[src/rtl/regex_dot_star_matcher_macros.svh]
// Assertion macros shared by the matcher RTL.
// Included by the files that carry concurrent checks; needs no package.
`ifndef REGEX_DOT_STAR_MATCHER_MACROS_SVH
`define REGEX_DOT_STAR_MATCHER_MACROS_SVH

// Condition must hold at every clock edge outside reset.
`define RDSM_ASSERT_ALWAYS(lbl, clk, rst_n, cond, msg) \
	lbl: assert property (@(posedge clk) disable iff (!rst_n) (cond)) else $error(msg);

// Same-cycle implication.
`define RDSM_ASSERT_IMPL(lbl, clk, rst_n, ante, cons, msg) \
	lbl: assert property (@(posedge clk) disable iff (!rst_n) (ante) |-> (cons)) else $error(msg);

// Next-cycle implication.
`define RDSM_ASSERT_NEXT(lbl, clk, rst_n, ante, cons, msg) \
	lbl: assert property (@(posedge clk) disable iff (!rst_n) (ante) |=> (cons)) else $error(msg);

`endif

[src/rtl/rdsm_pkg.sv]
// Shared types and constants of the dot-star matcher.
// Used by rdsm_front, rdsm_back and the top level; depends on nothing.
package rdsm_pkg;

	// Stream widths
	localparam int S_TDATA_W = 16;
	localparam int S_TUSER_W = 2;
	localparam int M_TDATA_W = 8;

	// Command codes on s_axis_tuser
	localparam logic [1:0] CMD_CLEAR  = 2'd0;
	localparam logic [1:0] CMD_APPEND = 2'd1;
	localparam logic [1:0] CMD_START  = 2'd2;
	localparam logic [1:0] CMD_TEXT   = 2'd3;

	// Queue between front and back
	localparam int QDEPTH = 2;
	localparam int QPW    = $clog2(QDEPTH);
	localparam int QCW    = $clog2(QDEPTH + 1);

	typedef enum logic [1:0] {
		OP_CLEAR  = 2'd0,
		OP_APPEND = 2'd1,
		OP_START  = 2'd2,
		OP_TEXT   = 2'd3
	} op_kind_t;

	// One classified item as it travels to the back end
	typedef struct packed {
		op_kind_t    kind;
		logic [7:0]  symbol;
		logic        any_byte;
		logic        repeat_req;
	} op_t;

endpackage

[src/rtl/rdsm_front.sv]
// Front end: decodes incoming items and queues them for the back end.
// Depends on rdsm_pkg and the assertion macros header.
`include "regex_dot_star_matcher_macros.svh"

module rdsm_front import rdsm_pkg::*; (
	input  logic                 clk,
	input  logic                 arst_n,
	input  logic                 s_axis_tvalid,
	output logic                 s_axis_tready,
	input  logic [S_TDATA_W-1:0] s_axis_tdata,  // [7:0] symbol, [8] any_byte, [9] repeat_req
	input  logic [S_TUSER_W-1:0] s_axis_tuser,  // [1:0] command
	output op_t                  op,
	output logic                 op_valid,
	input  logic                 op_pop
);

	op_t            op_in;
	op_t            q_mem [QDEPTH];
	logic [QPW-1:0] wr_ptr_q, rd_ptr_q;
	logic [QCW-1:0] cnt_q;
	logic           push;

	// Classify the item; pattern flags only travel with appends
	always_comb begin
		op_in.symbol     = s_axis_tdata[7:0];
		op_in.any_byte   = 1'b0;
		op_in.repeat_req = 1'b0;
		unique case (s_axis_tuser)
			CMD_CLEAR:  op_in.kind = OP_CLEAR;
			CMD_APPEND: begin
				op_in.kind       = OP_APPEND;
				op_in.any_byte   = s_axis_tdata[8];
				op_in.repeat_req = s_axis_tdata[9];
			end
			CMD_START:  op_in.kind = OP_START;
			CMD_TEXT:   op_in.kind = OP_TEXT;
		endcase
	end

	assign s_axis_tready = (cnt_q != QCW'(QDEPTH));
	assign push          = s_axis_tvalid & s_axis_tready;
	assign op_valid      = (cnt_q != '0);
	assign op            = q_mem[rd_ptr_q];

	// Queue control
	always_ff @(posedge clk or negedge arst_n) begin
		if (!arst_n) begin
			wr_ptr_q <= '0;
			rd_ptr_q <= '0;
			cnt_q    <= '0;
		end else begin
			if (push)
				wr_ptr_q <= wr_ptr_q + QPW'(1);
			if (op_pop)
				rd_ptr_q <= rd_ptr_q + QPW'(1);
			case ({push, op_pop})
				2'b10:   cnt_q <= cnt_q + QCW'(1);
				2'b01:   cnt_q <= cnt_q - QCW'(1);
				default: cnt_q <= cnt_q;
			endcase
		end
	end

	// Queue storage
	always_ff @(posedge clk) begin
		if (push)
			q_mem[wr_ptr_q] <= op_in;
	end

	`RDSM_ASSERT_ALWAYS(a_q_bound, clk, arst_n, cnt_q <= QCW'(QDEPTH), "queue overfilled")
	`RDSM_ASSERT_IMPL(a_pop_nonempty, clk, arst_n, op_pop, cnt_q != '0, "pop from empty queue")
	`RDSM_ASSERT_NEXT(a_q_fill, clk, arst_n, push && !op_pop && cnt_q == QCW'(QDEPTH - 1), cnt_q == QCW'(QDEPTH), "queue count lost a push")

endmodule

[src/rtl/rdsm_back.sv]
// Back end: pattern store, bit-parallel NFA update, result stage and output register.
// Depends on rdsm_pkg and the assertion macros header.
`include "regex_dot_star_matcher_macros.svh"

module rdsm_back import rdsm_pkg::*; #(
	parameter int MAX_ATOMS = 32
) (
	input  logic                 clk,
	input  logic                 arst_n,
	input  op_t                  op,
	input  logic                 op_valid,
	output logic                 op_pop,
	output logic                 m_axis_tvalid,
	input  logic                 m_axis_tready,
	output logic [M_TDATA_W-1:0] m_axis_tdata  // [0] whole_match, [1] no_match_possible, [2] pattern_full
);

	localparam int AW = (MAX_ATOMS > 1) ? $clog2(MAX_ATOMS) : 1;
	localparam int CW = $clog2(MAX_ATOMS + 1);
	localparam int NP = MAX_ATOMS + 1;

	logic [7:0]           lit_q [MAX_ATOMS];
	logic [MAX_ATOMS-1:0] any_q, rep_q;
	logic [CW-1:0]        count_q;
	logic [NP-1:0]        active_q;
	logic                 valid_s1, full_s1;
	logic                 out_valid_q;
	logic [M_TDATA_W-1:0] out_data_q;

	logic [MAX_ATOMS-1:0] lane_en, rep_m, prop_in, hit, stay, adv;
	logic [NP-1:0]        sum, carry, closed, next_set;
	logic                 has_room, whole, none, out_load, exec;

	// Per-position lanes: live atoms and byte match
	for (genvar j = 0; j < MAX_ATOMS; j++) begin : g_lane
		assign lane_en[j] = (CW'(j) < count_q);
		assign rep_m[j]   = rep_q[j] & lane_en[j];
		assign hit[j]     = lane_en[j] & closed[j] & (any_q[j] | (lit_q[j] == op.symbol));
	end

	// Closure over repeat atoms as a carry chain: generate = active & repeat, propagate = repeat
	assign prop_in = active_q[MAX_ATOMS-1:0] & rep_m;
	assign sum     = {1'b0, prop_in} + {1'b0, rep_m};
	assign carry   = sum ^ {1'b0, prop_in ^ rep_m};
	assign closed  = active_q | carry;

	// Step on a text byte: repeat atoms stay, others advance
	assign stay     = hit & rep_q;
	assign adv      = hit & ~rep_q;
	assign next_set = {1'b0, stay} | {adv, 1'b0};

	// Flags of the item in the result stage
	assign whole    = closed[count_q];
	assign none     = (closed == '0);
	assign has_room = (count_q < CW'(MAX_ATOMS));

	// Flow: result stage drains into the output register, a new item executes behind it
	assign out_load = valid_s1 & (~out_valid_q | m_axis_tready);
	assign exec     = op_valid & (~valid_s1 | out_load);
	assign op_pop   = exec;

	assign m_axis_tvalid = out_valid_q;
	assign m_axis_tdata  = out_data_q;

	// Control state
	always_ff @(posedge clk or negedge arst_n) begin
		if (!arst_n) begin
			count_q     <= '0;
			active_q    <= NP'(1);
			valid_s1    <= 1'b0;
			out_valid_q <= 1'b0;
		end else begin
			if (exec) begin
				unique case (op.kind)
					OP_CLEAR: begin
						count_q  <= '0;
						active_q <= NP'(1);
					end
					OP_APPEND: begin
						if (has_room)
							count_q <= count_q + CW'(1);
					end
					OP_START: active_q <= NP'(1);
					OP_TEXT:  active_q <= next_set;
				endcase
			end
			if (exec)
				valid_s1 <= 1'b1;
			else if (out_load)
				valid_s1 <= 1'b0;
			if (out_load)
				out_valid_q <= 1'b1;
			else if (m_axis_tready)
				out_valid_q <= 1'b0;
		end
	end

	// Pattern store and result payload
	always_ff @(posedge clk) begin
		if (exec && op.kind == OP_APPEND && has_room) begin
			lit_q[count_q[AW-1:0]] <= op.symbol;
			any_q[count_q[AW-1:0]] <= op.any_byte;
			rep_q[count_q[AW-1:0]] <= op.repeat_req;
		end
		if (exec)
			full_s1 <= (op.kind == OP_APPEND) & ~has_room;
		if (out_load)
			out_data_q <= M_TDATA_W'({full_s1, none, whole});
	end

	`RDSM_ASSERT_ALWAYS(a_count_bound, clk, arst_n, count_q <= CW'(MAX_ATOMS), "atom count beyond capacity")
	`RDSM_ASSERT_ALWAYS(a_active_range, clk, arst_n, ((active_q >> count_q) >> 1) == '0, "active position past accepting position")
	`RDSM_ASSERT_IMPL(a_full_flag, clk, arst_n, valid_s1 && full_s1, count_q == CW'(MAX_ATOMS), "refused append while store not full")

endmodule

[src/rtl/regex_dot_star_matcher.sv]
// Top level of the dot-star regular expression matcher.
// Instantiates rdsm_front and rdsm_back; depends on rdsm_pkg.
//
// Usage:
//   Input stream s_axis: tuser carries the command (clear pattern, append atom,
//   start new text, text byte), tdata the symbol and the append flags.
//   Load a pattern with one append per atom, then send start and one text
//   byte per item. Every item gives exactly one result on m_axis: whole-string
//   match so far, no match possible any more, and refused append.
//   A result passes through the queue, the result stage and the output register.
//   Throughput: one item per cycle while m_axis_tready is high. Each cycle the back end closes the active
//   set over repeat atoms with one carry chain of MAX_ATOMS+1 bits and runs
//   the per-atom byte compares; that path sets the clock.
//   A two-entry queue separates decode from execution, and an output
//   register holds a result while the receiver stalls; with m_axis_tready
//   low the queue fills and s_axis_tready drops, no item is lost.
//   Reset: empty pattern, text restarted, queue and output empty. No clearing
//   pass is needed; atoms past the stored count are never looked at.
//   MAX_ATOMS sets the pattern capacity (1 to 63).
module regex_dot_star_matcher import rdsm_pkg::*; #(
	parameter int MAX_ATOMS = 32
) (
	input  logic                 clk,
	input  logic                 arst_n,
	input  logic                 s_axis_tvalid,
	output logic                 s_axis_tready,
	input  logic [S_TDATA_W-1:0] s_axis_tdata,  // [7:0] symbol, [8] any_byte, [9] repeat_req
	input  logic [S_TUSER_W-1:0] s_axis_tuser,  // [1:0] command
	output logic                 m_axis_tvalid,
	input  logic                 m_axis_tready,
	output logic [M_TDATA_W-1:0] m_axis_tdata   // [0] whole_match, [1] no_match_possible, [2] pattern_full
);

	op_t  op;
	logic op_valid;
	logic op_pop;

	rdsm_front u_front (
		.clk           (clk),
		.arst_n        (arst_n),
		.s_axis_tvalid (s_axis_tvalid),
		.s_axis_tready (s_axis_tready),
		.s_axis_tdata  (s_axis_tdata),
		.s_axis_tuser  (s_axis_tuser),
		.op            (op),
		.op_valid      (op_valid),
		.op_pop        (op_pop)
	);

	rdsm_back #(
		.MAX_ATOMS (MAX_ATOMS)
	) u_back (
		.clk           (clk),
		.arst_n        (arst_n),
		.op            (op),
		.op_valid      (op_valid),
		.op_pop        (op_pop),
		.m_axis_tvalid (m_axis_tvalid),
		.m_axis_tready (m_axis_tready),
		.m_axis_tdata  (m_axis_tdata)
	);

endmodule
[config.mk]
export PLATFORM = sky130hd
export DESIGN_NAME = regex_dot_star_matcher
export DESIGN_NICKNAME = d
export VERILOG_FILES = /design/src/rtl/rdsm_pkg.sv /design/src/rtl/rdsm_front.sv /design/src/rtl/rdsm_back.sv /design/src/rtl/regex_dot_star_matcher.sv
export VERILOG_INCLUDE_DIRS = /design/src /design/src/rtl
export SDC_FILE = /design/constraint.sdc
export NUM_CORES = 1
export LEC_CHECK = 0
export BUFFER_PORTS_ARGS = -buffer_cell sky130_fd_sc_hd__buf_2
export CAP_MARGIN = 20
export CORE_ASPECT_RATIO = 1.4
export CORE_MARGIN = 3
export CORE_UTILIZATION = 47
export DETAILED_ROUTE_END_ITERATION = 8
export PLACE_DENSITY = 0.63
export SLEW_MARGIN = 20
export SYNTH_ARGS = -nofsm -noshare
export SYNTH_HDL_FRONTEND = slang
export SYNTH_SLANG_ARGS = --single-unit
[constraint.sdc]
create_clock -name clk -period 3.7 [get_ports clk]
set_input_delay 0.37 -clock clk [delete_from_list [all_inputs] [get_ports clk]]
set_output_delay 0.37 -clock clk [all_outputs]
set_load 0.1 [all_outputs]
==> flow_metrics.env, run 1 <==
export IMPL_cp_start_kind="register"
export IMPL_max_freq_ghz=0.252
export IMPL_final_area_sq_mm=0.0223
export IMPL_path_max_fanout=3
export IMPL_cts_root_buf="clkbuf_16"
export IMPL_grt_pass1_wl_um=80100
export IMPL_cts_tree="built"
export IMPL_hpwl_um=34500
export IMPL_clock_skew_ns=0.0326
export IMPL_worstHoldPathType="in2reg"
export IMPL_rsz0062_at_grt="yes"
export IMPL_p_per_area_mw_per_mm2=642
export IMPL_ys_types=92
export IMPL_routed_via_count=13000
export IMPL_die_x_um=175
export IMPL_yosysSeqAreaShare_pct=61.7
export IMPL_p_total_mw=14.3
export IMPL_grt_max_degree=46
export IMPL_violations="negative setup slack"
export IMPL_crit_buf_inv=3
export IMPL_grtUsageTotal_pct=24.8
export IMPL_critical_path_class="reg2reg"
export IMPL_nNetsFinal=1684
export IMPL_ant_nets=0
export IMPL_route_detailed_drc=0
export IMPL_std_cell_rows=86
export IMPL_dieHeight_um=242
export IMPL_cts_buffers=39
export IMPL_synth_top_cell_by_area="edfxtp_1"
export IMPL_leakage_nw=7.61
export IMPL_clockBufferDepth=3
export IMPL_htreeDepth=2
export IMPL_synth_seq_cells=393
export IMPL_min_period_over_period_pct=107
export IMPL_final_common_cell="edfxtp_1"
export IMPL_drt_initial_drc_count=1086
export IMPL_cp_cell_sequence="or4_4 > o21ai_4 > nor2_2 > ha_2 > a31oi_1 > o21ai_1 > a221o_1 > a41oi_2 > buf_4 > buf_6 > o21ai_4 > a21boi_1 > buf_4 > nor4_2 > a311oi_2 > nand4_1 > o41ai_2 > nand4_1"
export IMPL_wl_per_cell_um=23.8
export IMPL_overflow=0
export IMPL_ioPinCount=32
export IMPL_clk_pin_slew_ns=0.06
export IMPL_netlist_instances=1472
export IMPL_first_global_vias=13400
export IMPL_initial_utilization_pct=47.6
export IMPL_worst_pin_slew_ns=0.965
export IMPL_antenna_found_initial=1
export IMPL_end_kind="register"
export IMPL_synthTopCellsByArea="edfxtp_1 (56%), xnor2_1 (9.9%), dfrtp_1 (5.9%)"
export IMPL_timing_hold_ws_ns=0.0257
export IMPL_path_delay_family="compound AO/OA/AOI/OAI gates"
export IMPL_drv_slew=0
export IMPL_clk_latency_ns=0.56
export IMPL_place_gp_congestion=0.935
export IMPL_port_buffers=20
export IMPL_crit_slowest_cell="or4_4"
export IMPL_setup_viol=6
export IMPL_viasPerCell=5.86
export IMPL_synth_top_area_share_pct=55.7
export IMPL_finalHoldViolCount=0
export IMPL_syn_avg_cell_area_sq_um=12.7
export IMPL_place_area_sq_mm=0.0207
export IMPL_first_pass_iters=5
export IMPL_core_area_sq_mm=0.0394
export IMPL_setup_ws_ns=-0.268
export IMPL_slew_headroom_pct=35.7
export IMPL_critPathRequiredTime_ns=3.98
export IMPL_fillers=3315
export IMPL_vdd_drop_max_v=0.000695
export IMPL_syn_to_final_growth_pct=19.0
export IMPL_layout_min_cycle_time_ns=3.97
export IMPL_dieArea_sq_mm=0.0424
export IMPL_drive_gt1_share_pct=20.7
export IMPL_cts_num_sinks=393
export IMPL_status="complete, but fails checks"
export IMPL_drv_cap=0
export IMPL_cpPeakStageDelay_ns=0.56
export IMPL_syn_area_sq_mm=0.0188
export IMPL_ys_warn_count=0
export IMPL_postSynth_asyncResetShare_pct=11.5
export IMPL_critical_path_arrival_ns=4.24
export IMPL_wl_um=52600
export IMPL_final_cell_mix="edfxtp_1 (348), xnor2_1 (212), buf_4 (178), nor2_1 (85), a21oi_1 (74)"
export IMPL_synth_edf_count=348
export IMPL_synth_flop_cell="edfxtp_1"
export IMPL_num_antenna_cells=0
==> per-stage QoR <==
step | setup TNS, ns | worst slack, ns | cells | util (%)
after floorplan | -0.0691 | -0.0691 | 1476 | -
after global placement | -0.768 | -0.244 | 2123 | 52.5
after detailed placement | -1.05 | -0.275 | 2123 | 52.5
after CTS | -0.280 | -0.183 | 2206 | 56.3
after global routing | -2.51 | -0.450 | 2212 | 56.7
final | -0.814 | -0.268 | 2212 | 56.7
==> where the power goes <==
| group | internal [mW] | total [mW] | switching, mW |
|---|---|---|---|
| Sequential | 5.51 | 5.69 | 0.172 |
| Combinational | 1.68 | 4.85 | 3.17 |
| Clock | 2.10 | 3.79 | 1.68 |
| Total | 9.30 | 14.3 | 5.03 |
==> synthesized netlist by cell type (4+ instances only) <==
| library cell | instances |
|---|---|
| nand2b_1 | 16 |
| or3_1 | 15 |
| a311oi_1 | 4 |
| and2_1 | 4 |
| a211oi_1 | 8 |
| clkbuf_1 | 45 |
| nor2b_1 | 6 |
| a21oi_1 | 78 |
| mux2i_1 | 8 |
| buf_1 | 5 |
| nand3_1 | 18 |
| inv_1 | 46 |
| ha_1 | 7 |
| and3b_1 | 4 |
| buf_4 | 10 |
| a22oi_1 | 5 |
| or4_1 | 7 |
| nor4b_1 | 4 |
| dfrtp_1 | 44 |
| and3_1 | 9 |
| o32ai_1 | 4 |
| nor4_1 | 64 |
| nor3_1 | 38 |
| xor2_1 | 52 |
| o22ai_1 | 15 |
| a31oi_1 | 15 |
| o211ai_1 | 8 |
| buf_2 | 14 |
| edfxtp_1 | 348 |
| nand2_1 | 55 |
| o221ai_1 | 8 |
| o2111ai_1 | 4 |
| or2_2 | 10 |
| a21o_1 | 4 |
| nor2_1 | 89 |
| o21bai_1 | 7 |
| a211o_1 | 12 |
| o21a_1 | 9 |
| nand3b_1 | 6 |
| o21ai_1 | 5 |
| o21ai_0 | 39 |
| nand4_1 | 22 |
| a22o_1 | 17 |
| xnor2_1 | 212 |
==> layout make-up <==
type,count,area [sq um],share of cell area [%]
clock buffer,53,1060,4.74
clock inverter,17,155,0.695
inverter,49,185,0.830
multi-input combinational,957,6970,31.2
sequential,393,11600,51.9
tap,528,661,2.96
timing repair buffer,215,1720,7.69
==> cells by family (layout without fill, tap and decap cells) <==
family,after synthesis,after routing,share of synthesized area (%)
multiplexers,13,13,0.847
AO/OA/AOI/OAI,282,282,10.3
AND/OR/NAND/NOR,386,386,11.3
buffers and inverters,126,334,2.94
flip-flops,393,393,61.7
adder cells (fa/ha/maj),7,7,0.467
XOR/XNOR,264,264,12.3
other,1,5,0.0200
==> layer usage <==
layer / global-route usage (%) / up-vias / share of wire, %
li1: - / 5877 / -
met1: 31.7 / 6499 / 41
met2: 42.8 / 430 / 50
met3: 2.63 / 145 / 4.8
met4: 10.8 / 2 / 4.5
met5: 0 / - / 0.030
==> worst reg2reg max path, delay by kind of cell (launching register included) <==
kind / cells / cell delay (ns)
flip-flops: 1 / 0.38
AO/OA/AOI/OAI: 9 / 1.78
buffers and inverters: 3 / 0.43
adder cells (fa/ha/maj): 1 / 0.18
AND/OR/NAND/NOR: 5 / 0.93
==> registers in the layout (all words and copies together), names as in the netlist <==
| name | flops |
|---|---|
| u_back.count_q | 6 |
| u_back.valid_s1 | 1 |
| u_back.full_s1 | 1 |
| u_front.wr_ptr_q | 1 |
| u_back.m_axis_tvalid | 1 |
| u_back.rep_q | 32 |
| u_front.cnt_q | 2 |
| u_back.m_axis_tdata | 3 |
| u_back.active_q | 33 |
| u_back.any_q | 32 |
| u_front.rd_ptr_q | 1 |
| u_front.q_mem | 24 |
| u_back.lit_q | 256 |
==> worst paths after layout <==
| kind | from | endpoint | slack, ns | cells after the start |
|---|---|---|---|---|
| worst min-delay path | s_axis_tdata[2] | u_front.q_mem[0][4]$_DFFE_PP_ | 0.03 | 1 |
| worst min register to register | u_back.full_s1$_DFFE_PP_ | u_back.m_axis_tdata[2]$_DFFE_PP_ | 0.47 | 0 |
| max in group asynchronous | arst_n | u_back.active_q[27]$_DFFE_PN0P_ | 2.73 | 3 |
| worst max register to register | u_back.count_q[4]$_DFFE_PN0P_ | u_back.m_axis_tdata[0]$_DFFE_PP_ | -0.27 | 18 |
| worst max-delay path | u_back.count_q[4]$_DFFE_PN0P_ | u_back.m_axis_tdata[0]$_DFFE_PP_ | -0.27 | 18 |
| min in group asynchronous | arst_n | u_back.active_q[13]$_DFFE_PN0P_ | 0.47 | 3 |
==> timing repair <==
action / in CTS / in global routing
hold endpoints to repair: 47 / 0
pin swaps: 9 / 19
cloned: 1 / 0
setup buffers: 9 / 6
setup endpoints to repair: 8 / 19
resized for setup: 27 / 22
hold buffers: 3 / 0
Power figures use the tool's default switching activity.
==> run 2: changes to the inputs <==
--- a/config.mk
+++ b/config.mk
@@ -12,6 +12,7 @@
 export CORE_MARGIN = 3
 export CORE_UTILIZATION = 47
 export DETAILED_ROUTE_END_ITERATION = 8
+export GPL_TIMING_DRIVEN = 0
 export PLACE_DENSITY = 0.63
 export SLEW_MARGIN = 20
 export SYNTH_ARGS = -nofsm -noshare
==> run 2 against run 1 <==
Compared with the run above:
- the flow still finishes with violations (negative setup slack)
- critical path depth shrank 1
- maximum frequency shrank 6.3%
- global-route usage grew 0.65 points
- design area decreased by 1.8%
- worst hold slack got worse by 0.0073 ns
- clock skew decreased by 0.017 ns
- power rose by 1.6%
- non-clock buffer count down 60
- highest routed layer is now met4
- routed wire length is 3.2% higher
- sequential share of layout area rose by 0.96 points
- sequential cell count is the same
- critical path type unchanged
- clock-buffer cell count is 4 lower
==> flow_metrics.env, run 2 (synthesis gave the netlist of run 1 again) <==
export IMPL_dieHeight_um=242
export IMPL_cts_buffers=40
export IMPL_preCtsSetupSlack_ns=-1.57
export IMPL_critical_path_arrival_ns=4.48
export IMPL_comb_power_share_pct=33.8
export IMPL_setup_ws_ns=-0.535
export IMPL_ff2ff_path_depth=17
export IMPL_layout_min_cycle_time_ns=4.24
export IMPL_worstReg2RegStart="u_back.count_q[3]$_DFFE_PN0P_"
export IMPL_place_gp_congestion=0.970
export IMPL_violations="negative setup slack"
export IMPL_std_cell_rows=86
export IMPL_pwr_share_seq_pct=39.0
export IMPL_setup_viol=10
export IMPL_path_max_fanout=4
export IMPL_drive_gt1_share_pct=18.0
export IMPL_routed_via_count=12900
export IMPL_leakage_nw=7.20
export IMPL_nNetsFinal=1625
export IMPL_ioPinCount=32
export IMPL_syn_to_final_growth_pct=16.9
export IMPL_cts_num_sinks=393
export IMPL_first_global_vias=13200
export IMPL_min_period_over_period_pct=114
export IMPL_drv_cap=0
export IMPL_rsz0062_at_grt="yes"
export IMPL_overflow=0
export IMPL_finalHoldViolCount=0
export IMPL_dieArea_sq_mm=0.0424
export IMPL_largest_reg_flops=256
export IMPL_cp_start_kind="register"
export IMPL_min_from="s_axis_tdata[5]"
export IMPL_slew_headroom_pct=25.6
export IMPL_wl_um=54300
export IMPL_clockBufferDepth=3
export IMPL_cts_root_buf="clkbuf_16"
export IMPL_grt_max_degree=46
export IMPL_worst_pin_slew_ns=1.12
export IMPL_worstHoldPathType="in2reg"
export IMPL_num_antenna_cells=0
export IMPL_route_detailed_drc=0
export IMPL_grtUsageTotal_pct=25.4
export IMPL_wl_per_cell_um=25.2
export IMPL_die_x_um=175
export IMPL_vdd_drop_max_v=0.000518
export IMPL_antenna_found_initial=0
export IMPL_clk_latency_ns=0.55
export IMPL_rr_endpoint="u_back.m_axis_tdata[0]$_DFFE_PP_"
export IMPL_core_area_sq_mm=0.0394
export IMPL_drt_initial_drc_count=1233
export IMPL_initial_utilization_pct=47.6
export IMPL_p_int_mw=9.34
export IMPL_min_path_cells=1
export IMPL_fillers=3309
export IMPL_critPathRequiredTime_ns=3.94
export IMPL_max_freq_ghz=0.236
export IMPL_critical_path_class="reg2reg"
export IMPL_p_per_area_mw_per_mm2=664
export IMPL_port_buffers=20
export IMPL_final_common_cell="edfxtp_1"
export IMPL_grt_pass1_wl_um=81100
export IMPL_ant_nets=0
export IMPL_timing_hold_ws_ns=0.0184
export IMPL_end_kind="register"
export IMPL_clockPowerShare_pct=27.1
export IMPL_first_pass_iters=5
export IMPL_power_switching_mw=5.21
export IMPL_final_cell_mix="edfxtp_1 (348), xnor2_1 (212), nor2_1 (83), a21oi_1 (74), nor4_1 (61)"
export IMPL_hpwl_um=36400
export IMPL_htreeDepth=2
export IMPL_swShare_pct=35.8
export IMPL_reg2reg_slack_ns=-0.54
export IMPL_drv_slew=0
export IMPL_clk_pin_slew_ns=0.06
export IMPL_min_to="u_front.q_mem[0][7]$_DFFE_PP_"
export IMPL_status="complete, but fails checks"
export IMPL_viasPerCell=5.97
export IMPL_clock_skew_ns=0.0153
export IMPL_cts_tree="built"
==> run 2: worst max path at each step <==
stage / start / to
detailed placement: u_back.count_q[1]$_DFFE_PN0P_ / u_back.m_axis_tdata[1]$_DFFE_PP_
finish: u_back.count_q[3]$_DFFE_PN0P_ / u_back.m_axis_tdata[0]$_DFFE_PP_
floorplan: u_back.count_q[4]$_DFFE_PN0P_ / u_back.m_axis_tdata[0]$_DFFE_PP_
CTS: u_back.count_q[3]$_DFFE_PN0P_ / u_back.m_axis_tdata[0]$_DFFE_PP_
global placement: u_back.count_q[1]$_DFFE_PN0P_ / u_back.m_axis_tdata[0]$_DFFE_PP_
global route: u_back.count_q[2]$_DFFE_PN0P_ / u_back.m_axis_tdata[0]$_DFFE_PP_
==> run 2: cell type report <==
type                            instances  area (sq um)  area share, %
Tap cell                              528           661           3.01
Clock buffer                           49          1060           4.82
Timing Repair Buffer                   85           653           2.98
Buffer                                 70           395           1.80
Clock inverter                         24           205          0.936
Sequential cell                       393         11600           52.8
Inverter                               49           204          0.931
Multi-Input combinational cell        957          7160           32.7
==> run 2: repair_timing <==
item | in CTS | in global routing
resized for setup | 79 | 46
cloned | 0 | 0
setup endpoints to repair | 382 | 154
hold buffers | 8 | 0
endpoints found under the hold margin | 58 | 0
buffers inserted | 30 | 16
pin swaps | 36 | 29
==> run 2: power by group through the flow <==
stage / sequential (mW) / clock (mW) / combinational [mW]
5_1_grt: 5.70 / 4.19 / 5.26
4_1_cts: 5.67 / 4.01 / 4.86
6_report: 5.68 / 3.95 / 4.92
2_1_floorplan: 5.81 / 0 / 2.84
3_3_place_gp: 5.74 / 0 / 4.46
3_5_place_dp: 5.73 / 0 / 4.59
==> run 2: routing by layer <==
layer	part of all wire, %	global-route usage, %
met1	39	31.2
met2	50	44.6
met3	5.3	2.67
met4	5.7	12.8
met5	0	0
==> run 2: metrics by stage <==
step | TNS [ns] | utilization (%) | total power, mW | cells | instance area [sq um]
floorplan | -0.0691 | - | 8.65 | 1476 | 18800
global placement | -196.13 | 49.6 | 10.2 | 2024 | 19500
detailed placement | -62.43 | 50.1 | 10.3 | 2034 | 19700
CTS | -2.32 | 55.0 | 14.5 | 2141 | 21600
global route | -3.69 | 55.7 | 15.1 | 2155 | 21900
finish | -2.36 | 55.7 | 14.6 | 2155 | 21900
==> run 2: critical path, stage by stage, from the launching register on <==
cell,delay [ns]
dfrtp_1,0.37
buf_6,0.12
or4_4,0.50
o21ai_4,0.16
nor2_2,0.05
ha_2,0.18
a31oi_1,0.12
o21ai_1,0.11
a221o_1,0.39
a41oi_4,0.19
buf_12,0.16
buf_6,0.11
o21ai_4,0.08
a21boi_4,0.26
o31a_1,0.31
a2111oi_4,0.12
o41ai_2,0.47
nand4_1,0.24
